==> config.mk <==
export PLATFORM = sky130hd
export DESIGN_NAME = fasthash64_stream_hash
export DESIGN_NICKNAME = d
export VERILOG_FILES = /design/src/hdl/fh64_pkg.sv /design/src/hdl/fh64_mul.sv /design/src/hdl/fh64_dp.sv /design/src/hdl/fh64_ctrl.sv /design/src/hdl/fasthash64_stream_hash.sv
export VERILOG_INCLUDE_DIRS = /design/src /design/src/hdl
export SDC_FILE = /design/constraint.sdc
export NUM_CORES = 2
export LEC_CHECK = 0
export ABC_AREA = 1
export BUFFER_PORTS_ARGS = -buffer_cell sky130_fd_sc_hd__buf_4
export CAP_MARGIN = 20
export CORE_MARGIN = 1.5
export CORE_UTILIZATION = 36
export DETAILED_ROUTE_END_ITERATION = 10
export PLACE_DENSITY_LB_ADDON = 0.12
export RECOVER_POWER = 100
export SYNTH_ARGS = -nofsm -noshare
export SYNTH_HDL_FRONTEND = slang
export SYNTH_HIERARCHICAL = 1
export SYNTH_SLANG_ARGS = --single-unit
==> constraint.sdc <==
create_clock -name clk -period 16.4 [get_ports clk]
set_input_delay 1.64 -clock clk [delete_from_list [all_inputs] [get_ports clk]]
set_output_delay 1.64 -clock clk [all_outputs]
set_load 0.05 [all_outputs]
==> src/hdl/fasthash64_stream_hash_macros.svh <==
// Assertion macros shared by the fasthash64 stream hash RTL.
// Included by the modules that carry concurrent assertions; depends on nothing.
`ifndef FASTHASH64_STREAM_HASH_MACROS_SVH
`define FASTHASH64_STREAM_HASH_MACROS_SVH

// Same-cycle implication, disabled while reset is asserted.
`define FH64_ASSERT_IMP(lbl, clk, rst_n, ante, cons) \
	lbl: assert property (@(posedge clk) disable iff (!rst_n) (ante) |-> (cons)) \
		else $error("fasthash64 assertion failed");

// Next-cycle implication, disabled while reset is asserted.
`define FH64_ASSERT_NXT(lbl, clk, rst_n, ante, cons) \
	lbl: assert property (@(posedge clk) disable iff (!rst_n) (ante) |=> (cons)) \
		else $error("fasthash64 assertion failed");

`endif

==> src/hdl/fh64_pkg.sv <==
// Shared constants and types for the fasthash64 stream hash.
// Used by the controller, the datapath and the top level; depends on nothing.
package fh64_pkg;

	// Hash constants.
	localparam logic [63:0] HASH_M     = 64'h880355f21e6d1965;
	localparam logic [63:0] MIX_MUL    = 64'h2127598bf4325c37;
	localparam int unsigned MIX_SHIFT1 = 23;
	localparam int unsigned MIX_SHIFT2 = 47;

	// Input tdata layout, lowest field first.
	localparam int unsigned WORD_W   = 64;
	localparam int unsigned COUNT_W  = 4;
	localparam int unsigned SEED_W   = 64;
	localparam int unsigned LEN_W    = 16;
	localparam int unsigned WORD_LSB  = 0;
	localparam int unsigned COUNT_LSB = WORD_LSB + WORD_W;
	localparam int unsigned SEED_LSB  = COUNT_LSB + COUNT_W;
	localparam int unsigned LEN_LSB   = SEED_LSB + SEED_W;
	localparam int unsigned IN_BITS   = LEN_LSB + LEN_W;
	localparam int unsigned IN_TDATA_W = ((IN_BITS + 7) / 8) * 8;
	localparam int unsigned HASH_W    = 64;

	// Operation being sequenced; also selects multiplier operands and writeback.
	typedef enum logic [1:0] {
		OP_INIT, // seed ^ (length * M)
		OP_MIXV, // hash ^= mix(word)
		OP_HM,   // hash *= M
		OP_FIN   // result = mix(hash)
	} op_t;

	// Commands from the controller to the datapath.
	typedef struct packed {
		logic       load;      // capture the accepted input item
		logic       mul_ld;    // load multiplier operands for op
		logic       mul_run;   // advance the multiplier by one phase
		logic [1:0] mul_phase; // multiplier phase
		logic       wb;        // write the product back for op
		op_t        op;
	} dp_cmd_t;

	// Status from the datapath about the item on the input channel.
	typedef struct packed {
		logic first;
		logic last;
		logic has_data;
	} dp_sts_t;

endpackage

==> src/hdl/fh64_mul.sv <==
// Sequential 64 x 64 multiplier giving the low 64 bits of the product.
// Uses one 32 x 32 multiplier over four phases; depends on nothing.
module fh64_mul (
	input  logic        clk,
	input  logic        ld,
	input  logic [63:0] a,
	input  logic [63:0] b,
	input  logic        run,
	input  logic [1:0]  phase,
	output logic [63:0] prod
);

	logic [63:0] a_q;
	logic [63:0] b_q;
	logic [63:0] p_q;
	logic [63:0] acc_q;
	logic [31:0] m_x;
	logic [31:0] m_y;

	// Operand halves for the shared partial-product multiplier.
	always_comb begin
		unique case (phase)
			2'd0: begin
				m_x = a_q[31:0];
				m_y = b_q[31:0];
			end
			2'd1: begin
				m_x = a_q[31:0];
				m_y = b_q[63:32];
			end
			default: begin
				m_x = a_q[63:32];
				m_y = b_q[31:0];
			end
		endcase
	end

	// Low half product first, then the two cross terms shifted up by 32.
	always_ff @(posedge clk) begin
		if (ld) begin
			a_q <= a;
			b_q <= b;
		end
		if (run) begin
			p_q <= 64'(m_x) * 64'(m_y);
			unique case (phase)
				2'd0: acc_q <= acc_q;
				2'd1: acc_q <= p_q;
				default: acc_q <= acc_q + {p_q[31:0], 32'd0};
			endcase
		end
	end

	assign prod = acc_q;

endmodule

==> src/hdl/fh64_dp.sv <==
// Datapath of the fasthash64 stream hash: input capture, running hash and result.
// Depends on fh64_pkg and instantiates fh64_mul.
module fh64_dp
	import fh64_pkg::*;
(
	input  logic                  clk,
	input  logic                  arst_n,
	input  logic [IN_TDATA_W-1:0] in_tdata,
	input  logic                  in_first,
	input  logic                  in_last,
	input  dp_cmd_t               cmd,
	output dp_sts_t               sts,
	output logic [HASH_W-1:0]     hash_value
);

	logic [WORD_W-1:0]  word_in;
	logic [COUNT_W-1:0] count_in;
	logic [WORD_W-1:0]  word_masked;
	logic [WORD_W-1:0]  word_q;
	logic [SEED_W-1:0]  seed_q;
	logic [LEN_W-1:0]   len_q;
	logic [63:0]        hash_q;
	logic [63:0]        out_q;
	logic [63:0]        mul_a;
	logic [63:0]        mul_b;
	logic [63:0]        prod;

	function automatic logic [63:0] pre_mix(input logic [63:0] x);
		return x ^ (x >> MIX_SHIFT1);
	endfunction

	function automatic logic [63:0] post_mix(input logic [63:0] x);
		return x ^ (x >> MIX_SHIFT2);
	endfunction

	assign word_in  = in_tdata[WORD_LSB +: WORD_W];
	assign count_in = in_tdata[COUNT_LSB +: COUNT_W];

	// Bytes at or beyond the byte count are forced to zero; counts above eight keep all.
	always_comb begin
		for (int i = 0; i < 8; i++) begin
			word_masked[i*8 +: 8] = (count_in > COUNT_W'(i)) ? word_in[i*8 +: 8] : 8'd0;
		end
	end

	assign sts.first    = in_first;
	assign sts.last     = in_last;
	assign sts.has_data = (count_in != '0);

	// Capture of the accepted item.
	always_ff @(posedge clk) begin
		if (cmd.load) begin
			word_q <= word_masked;
			seed_q <= in_tdata[SEED_LSB +: SEED_W];
			len_q  <= in_tdata[LEN_LSB +: LEN_W];
		end
	end

	// Multiplier operand selection per operation.
	always_comb begin
		unique case (cmd.op)
			OP_INIT: begin
				mul_a = 64'(len_q);
				mul_b = HASH_M;
			end
			OP_MIXV: begin
				mul_a = pre_mix(word_q);
				mul_b = MIX_MUL;
			end
			OP_HM: begin
				mul_a = hash_q;
				mul_b = HASH_M;
			end
			default: begin
				mul_a = pre_mix(hash_q);
				mul_b = MIX_MUL;
			end
		endcase
	end

	fh64_mul u_mul (
		.clk   (clk),
		.ld    (cmd.mul_ld),
		.a     (mul_a),
		.b     (mul_b),
		.run   (cmd.mul_run),
		.phase (cmd.mul_phase),
		.prod  (prod)
	);

	// Running hash is state that a word without a first marker continues from.
	always_ff @(posedge clk or negedge arst_n) begin
		if (!arst_n) begin
			hash_q <= '0;
		end else if (cmd.wb) begin
			unique case (cmd.op)
				OP_INIT: hash_q <= seed_q ^ prod;
				OP_MIXV: hash_q <= hash_q ^ post_mix(prod);
				OP_HM:   hash_q <= prod;
				default: hash_q <= hash_q;
			endcase
		end
	end

	// Result register for the output channel.
	always_ff @(posedge clk) begin
		if (cmd.wb && (cmd.op == OP_FIN)) begin
			out_q <= post_mix(prod);
		end
	end

	assign hash_value = out_q;

endmodule

==> src/hdl/fh64_ctrl.sv <==
// Controller of the fasthash64 stream hash: sequences multiplies and handshakes.
// Depends on fh64_pkg and the assertion macro header.
`include "fasthash64_stream_hash_macros.svh"

module fh64_ctrl
	import fh64_pkg::*;
(
	input  logic    clk,
	input  logic    arst_n,
	input  logic    in_valid,
	output logic    in_ready,
	output logic    out_valid,
	input  logic    out_ready,
	input  dp_sts_t sts,
	output dp_cmd_t cmd
);

	typedef enum logic [2:0] {
		S_IDLE,
		S_LOAD,
		S_MUL,
		S_WB
	} state_t;

	state_t     state_q;
	op_t        op_q;
	logic [1:0] phase_q;
	logic       data_q;
	logic       last_q;
	logic       out_valid_q;
	logic       in_accept;
	logic       out_free;
	logic       wb_go;
	logic       fin_wb;
	logic       mixv_wb;

	assign in_ready  = (state_q == S_IDLE);
	assign in_accept = in_valid && in_ready;
	assign out_free  = !out_valid_q || out_ready;
	// The final writeback waits until the result register can take a new value.
	assign wb_go     = (state_q == S_WB) && ((op_q != OP_FIN) || out_free);
	assign fin_wb    = wb_go && (op_q == OP_FIN);
	assign mixv_wb   = wb_go && (op_q == OP_MIXV);
	assign out_valid = out_valid_q;

	// Commands to the datapath.
	always_comb begin
		cmd.load      = in_accept;
		cmd.mul_ld    = (state_q == S_LOAD);
		cmd.mul_run   = (state_q == S_MUL);
		cmd.mul_phase = phase_q;
		cmd.wb        = wb_go;
		cmd.op        = op_q;
	end

	// Sequencer state and result valid flag.
	always_ff @(posedge clk or negedge arst_n) begin
		if (!arst_n) begin
			state_q     <= S_IDLE;
			op_q        <= OP_INIT;
			phase_q     <= '0;
			data_q      <= 1'b0;
			last_q      <= 1'b0;
			out_valid_q <= 1'b0;
		end else begin
			// A result stays valid until taken; the final writeback raises it again.
			out_valid_q <= (out_valid_q && !out_ready) || fin_wb;
			unique case (state_q)
				S_IDLE: begin
					if (in_accept) begin
						data_q <= sts.has_data;
						last_q <= sts.last;
						priority if (sts.first) begin
							op_q    <= OP_INIT;
							state_q <= S_LOAD;
						end else if (sts.has_data) begin
							op_q    <= OP_MIXV;
							state_q <= S_LOAD;
						end else if (sts.last) begin
							op_q    <= OP_FIN;
							state_q <= S_LOAD;
						end else begin
							state_q <= S_IDLE;
						end
					end
				end
				S_LOAD: begin
					phase_q <= '0;
					state_q <= S_MUL;
				end
				S_MUL: begin
					phase_q <= phase_q + 2'd1;
					if (phase_q == 2'd3) begin
						state_q <= S_WB;
					end
				end
				S_WB: begin
					if (wb_go) begin
						unique case (op_q)
							OP_INIT: begin
								priority if (data_q) begin
									op_q    <= OP_MIXV;
									state_q <= S_LOAD;
								end else if (last_q) begin
									op_q    <= OP_FIN;
									state_q <= S_LOAD;
								end else begin
									state_q <= S_IDLE;
								end
							end
							OP_MIXV: begin
								op_q    <= OP_HM;
								state_q <= S_LOAD;
							end
							OP_HM: begin
								if (last_q) begin
									op_q    <= OP_FIN;
									state_q <= S_LOAD;
								end else begin
									state_q <= S_IDLE;
								end
							end
							OP_FIN: begin
								state_q <= S_IDLE;
							end
						endcase
					end
				end
				default: state_q <= S_IDLE;
			endcase
		end
	end

	// A result appears only through the final writeback.
	`FH64_ASSERT_IMP(a_out_from_fin, clk, arst_n, $rose(out_valid_q), $past(fin_wb))
	// A pending result is never overwritten before it is taken.
	`FH64_ASSERT_IMP(a_no_overwrite, clk, arst_n, fin_wb, !out_valid_q || out_ready)
	// Four multiplier phases always lead to writeback.
	`FH64_ASSERT_NXT(a_mul_len, clk, arst_n, (state_q == S_MUL) && (phase_q == 2'd3), state_q == S_WB)
	// The mixed word is always followed by the multiply by M.
	`FH64_ASSERT_NXT(a_mixv_then_hm, clk, arst_n, mixv_wb, (state_q == S_LOAD) && (op_q == OP_HM))

endmodule

==> src/hdl/fasthash64_stream_hash.sv <==
// Top level of the fasthash64 stream hash: joins the controller and the datapath.
// Depends on fh64_pkg, fh64_ctrl and fh64_dp.
//
// Channel  Direction  Payload
// s_axis   in         tdata: data_word, byte_count, seed, total_length; tuser: first; tlast: last
// m_axis   out        tdata: hash_value
//
// Each 64 x 64 multiply runs through operand load, four phases of the single
// 32 x 32 multiplier, and writeback. A word with data costs two multiplies,
// a first word adds one and a last word adds one. Input is taken only while the sequencer is idle;
// a result waiting on m_axis stalls only the next final writeback.
// Reset clears the running hash, the sequencer and the output valid flag.
module fasthash64_stream_hash
	import fh64_pkg::*;
(
	input  logic                  clk,
	input  logic                  arst_n,
	input  logic                  s_axis_tvalid,
	output logic                  s_axis_tready,
	// data_word [63:0], byte_count [67:64], seed [131:68], total_length [147:132], zero pad
	input  logic [IN_TDATA_W-1:0] s_axis_tdata,
	// first [0]
	input  logic [0:0]            s_axis_tuser,
	input  logic                  s_axis_tlast,
	output logic                  m_axis_tvalid,
	input  logic                  m_axis_tready,
	// hash_value [63:0]
	output logic [HASH_W-1:0]     m_axis_tdata
);

	dp_cmd_t cmd;
	dp_sts_t sts;

	fh64_ctrl u_ctrl (
		.clk       (clk),
		.arst_n    (arst_n),
		.in_valid  (s_axis_tvalid),
		.in_ready  (s_axis_tready),
		.out_valid (m_axis_tvalid),
		.out_ready (m_axis_tready),
		.sts       (sts),
		.cmd       (cmd)
	);

	fh64_dp u_dp (
		.clk        (clk),
		.arst_n     (arst_n),
		.in_tdata   (s_axis_tdata),
		.in_first   (s_axis_tuser[0]),
		.in_last    (s_axis_tlast),
		.cmd        (cmd),
		.sts        (sts),
		.hash_value (m_axis_tdata)
	);

endmodule
==> out/results.ini <==
[outcome]
status=complete, but fails checks
violations=max-capacitance violations, max-slew violations

[timing]
hold_violations=0
max_freq_mhz=79.78
slew_headroom_pct=-164.9
finalCritPeriodShare_pct=76.43
finClkSkew_ns=0.03731
final_max_slew_viol_count=1092
min_period_ns=12.53
tightest_slew_ns=3.973
setup_tns_ns=0
setup_violations=0
rsz0062_at_grt=false

[floorplan]
die_y_um=412.6
ios=224
initial_utilization_pct=36.20
core_sq_um=166800
fp-row-count=150
dieArea_sq_um=170300
die_w_um=412.6

[worst_setup_path]
critPathMaxStageDelay_ns=1.82
r2r-end=u_dp/u_mul/p_q[60]
worstSetupEndpointType=flip-flop
arrival_ns=12.94
cp.required_ns=16.80
reg2reg_from=u_ctrl/phase_q[1]
path_common_cell=fa_1
worstSetupPathType=reg -> reg
path_max_fanout=58
r2r_slack_ns=3.87
ff2ff_path_depth=30
start_kind=flip-flop
cp_slowest_cell=clkbuf_1

[drt]
wl_per_cell_um=22.53
dr_total_vias=47606
dr.pass1.iters=5
drt-vias-per-instance=4.972
drt_iter0_markers=3935
remaining_drc_errors=0
ant_nets=0
drt_wl_total_um=215700

[run]
maxCapViolCount=22

[cts]
cts_resized=0
post_cts_buffers=0
postCtsHoldBufs=0
clkSinkCount=537
cts_buffers=67
insertion_delay_ns=0.67
cts_tree=built
cts-root-buf=clkbuf_16
clk_pin_slew_ns=0.05
cts_buffer_depth=3
htree_num_levels=3

[hold_path]
whs_endpoint=u_ctrl/phase_q[0]
hp-start=u_ctrl/phase_q[0]
worstHoldPathType=reg -> reg
holdPathStages=1

[synth]
synth_cells=7153
synth_top_flop_cell=edfxtp_1
yosysMostFrequentCell=nand2_1
syn_area_sq_um=60400
ys_seq_area_share_pct=26.09
yosys-top-cells-count=1,759 x nand2_1, 1,480 x inv_1, 932 x nor2_1, 897 x fa_1, 464 x edfxtp_1
yosysTopAreaCellShare_pct=29.73
syn_avg_cell_area_sq_um=8.444
yosys_warnings=6
synth_cell_types=46
yosysTopAreaCell=fa_1
ys_ff_latch=537
yosys-top-cells-area=fa_1 30%, edfxtp_1 23%, nand2_1 11%, inv_1 9.2%, ha_1 6.4%
synth_edf_count=464
async_reset_ff_share_pct=13.59

[global_routing]
grt_max_degree=80
grt_overflow=0
grt_pass1_wl_um=317600
antenna_found_initial=4
grt_pass1_vias=47302
grt_usage_pct=25.59

[cells_and_area]
area_delta_synth_final_pct=9.599
nFillCells=17100
multi_input_area_sq_um=37770
ff_latch_area_sq_um=15760
fin_cells=9574
utilization_pct=39.68
antenna_cells=0
final_nets=8683
drive_gt1_share_pct=6.621

[place]
post-place-cells=9451
dp_hpwl_um=170800
routabilityCongestion=0.9354
numPortBuffers=219

## cell usage in the layout, fill, tap and decap left out, drive strengths merged, types with 5 or more instances in the layout
| master | netlist | routed |
|---|---|---|
| nand2 | 1764 | 1764 |
| inv | 1521 | 1524 |
| nor2 | 940 | 940 |
| fa | 897 | 897 |
| edfxtp | 464 | 464 |
| ha | 309 | 309 |
| clkbuf | 62 | 253 |
| o21ai | 230 | 230 |
| nand3 | 213 | 213 |
| a21oi | 158 | 158 |
| buf | 187 | 146 |
| or2 | 91 | 91 |
| dfrtp | 73 | 73 |
| xor2 | 46 | 46 |
| xnor2 | 42 | 42 |
| conb | 2 | 34 |
| clkinv | 7 | 31 |
| a22oi | 27 | 27 |
| nand3b | 24 | 24 |
| nand4 | 20 | 20 |
| nor3 | 20 | 20 |
| a21o | 13 | 13 |
| a31oi | 13 | 13 |
| o21bai | 12 | 12 |
| o22ai | 7 | 7 |
| bufinv | 0 | 5 |
## logic make-up (layout without fill, tap and decap cells)
group / Yosys count / after routing / synth area share (%)
AOI/OAI and AO/OA: 463 / 463 / 4.480
xor gates and xnor gates: 88 / 88 / 1.276
adders and majority gates: 1206 / 1206 / 36.13
buffers and inverters: 1777 / 1962 / 11.64
DFF: 537 / 537 / 26.09
other: 2 / 34 / 0.01243
and+or+nand+nor: 3080 / 3080 / 20.37
## worst max path at each step
stage / startpoint / endpoint / slack (ns) / depth (start not counted)
after floorplan: u_ctrl/phase_q[0] / u_dp/u_mul/p_q[60] / 9.46 / 31
after global placement: u_ctrl/phase_q[1] / u_dp/u_mul/p_q[62] / 6.72 / 28
after detailed placement: u_ctrl/phase_q[1] / u_dp/u_mul/p_q[62] / 6.74 / 28
after CTS: u_ctrl/phase_q[1] / u_dp/u_mul/p_q[62] / 6.72 / 28
after global routing: u_ctrl/phase_q[1] / u_dp/u_mul/p_q[61] / 3.17 / 30
final: u_ctrl/phase_q[1] / u_dp/u_mul/p_q[60] / 3.87 / 30
## routing by layer
metal  part of all wire [%]  GRT usage (%)
met1                     46          37.12
met2                     45          39.45
met4                    3.0          7.125
met3                    6.8          4.069
met5                 0.0060              0
## area by class of cell
type	instances	area share, %
Sequential cell	537	23.81
Inverter	1528	8.669
Clock buffer	85	2.712
Tap cell	2204	4.166
Timing Repair Buffer	314	3.005
Clock inverter	35	0.5859
Multi-Input combinational cell	4871	57.05
## worst max-delay path: cells and delay by family, from the launching register on
kind	cells	cell delay, ns
and+or+nand+nor	11	2.15
AOI/OAI and AO/OA	1	0.06
adders and majority gates	9	4.46
buffers and inverters	9	5.18
DFF	1	0.38
## state kept, by name, indices dropped and copies added (netlist names), 2 cells and up
register         count
u_ctrl/op_q          2
u_ctrl/phase_q       2
u_ctrl/state_q       2
u_dp/hash_q         64
u_dp/hash_value     64
u_dp/len_q          16
u_dp/seed_q         64
u_dp/u_mul/a_q      64
u_dp/u_mul/b_q      64
u_dp/u_mul/p_q      64
u_dp/u_mul/prod     64
u_dp/word_q         64
## through the flow
stage	hold slack [ns]	setup slack, ns	cell area [sq um]
after floorplan	0.4671	9.455	60520
after global placement	0.4933	6.719	64440
after detailed placement	0.4993	6.735	64440
after CTS	0.5063	6.716	66620
after global routing	0.5378	3.174	66200
final	0.5041	3.866	66200
Power is not shown: default switching activity piles up to over one toggle a cycle in this logic, so the estimate is an artifact.
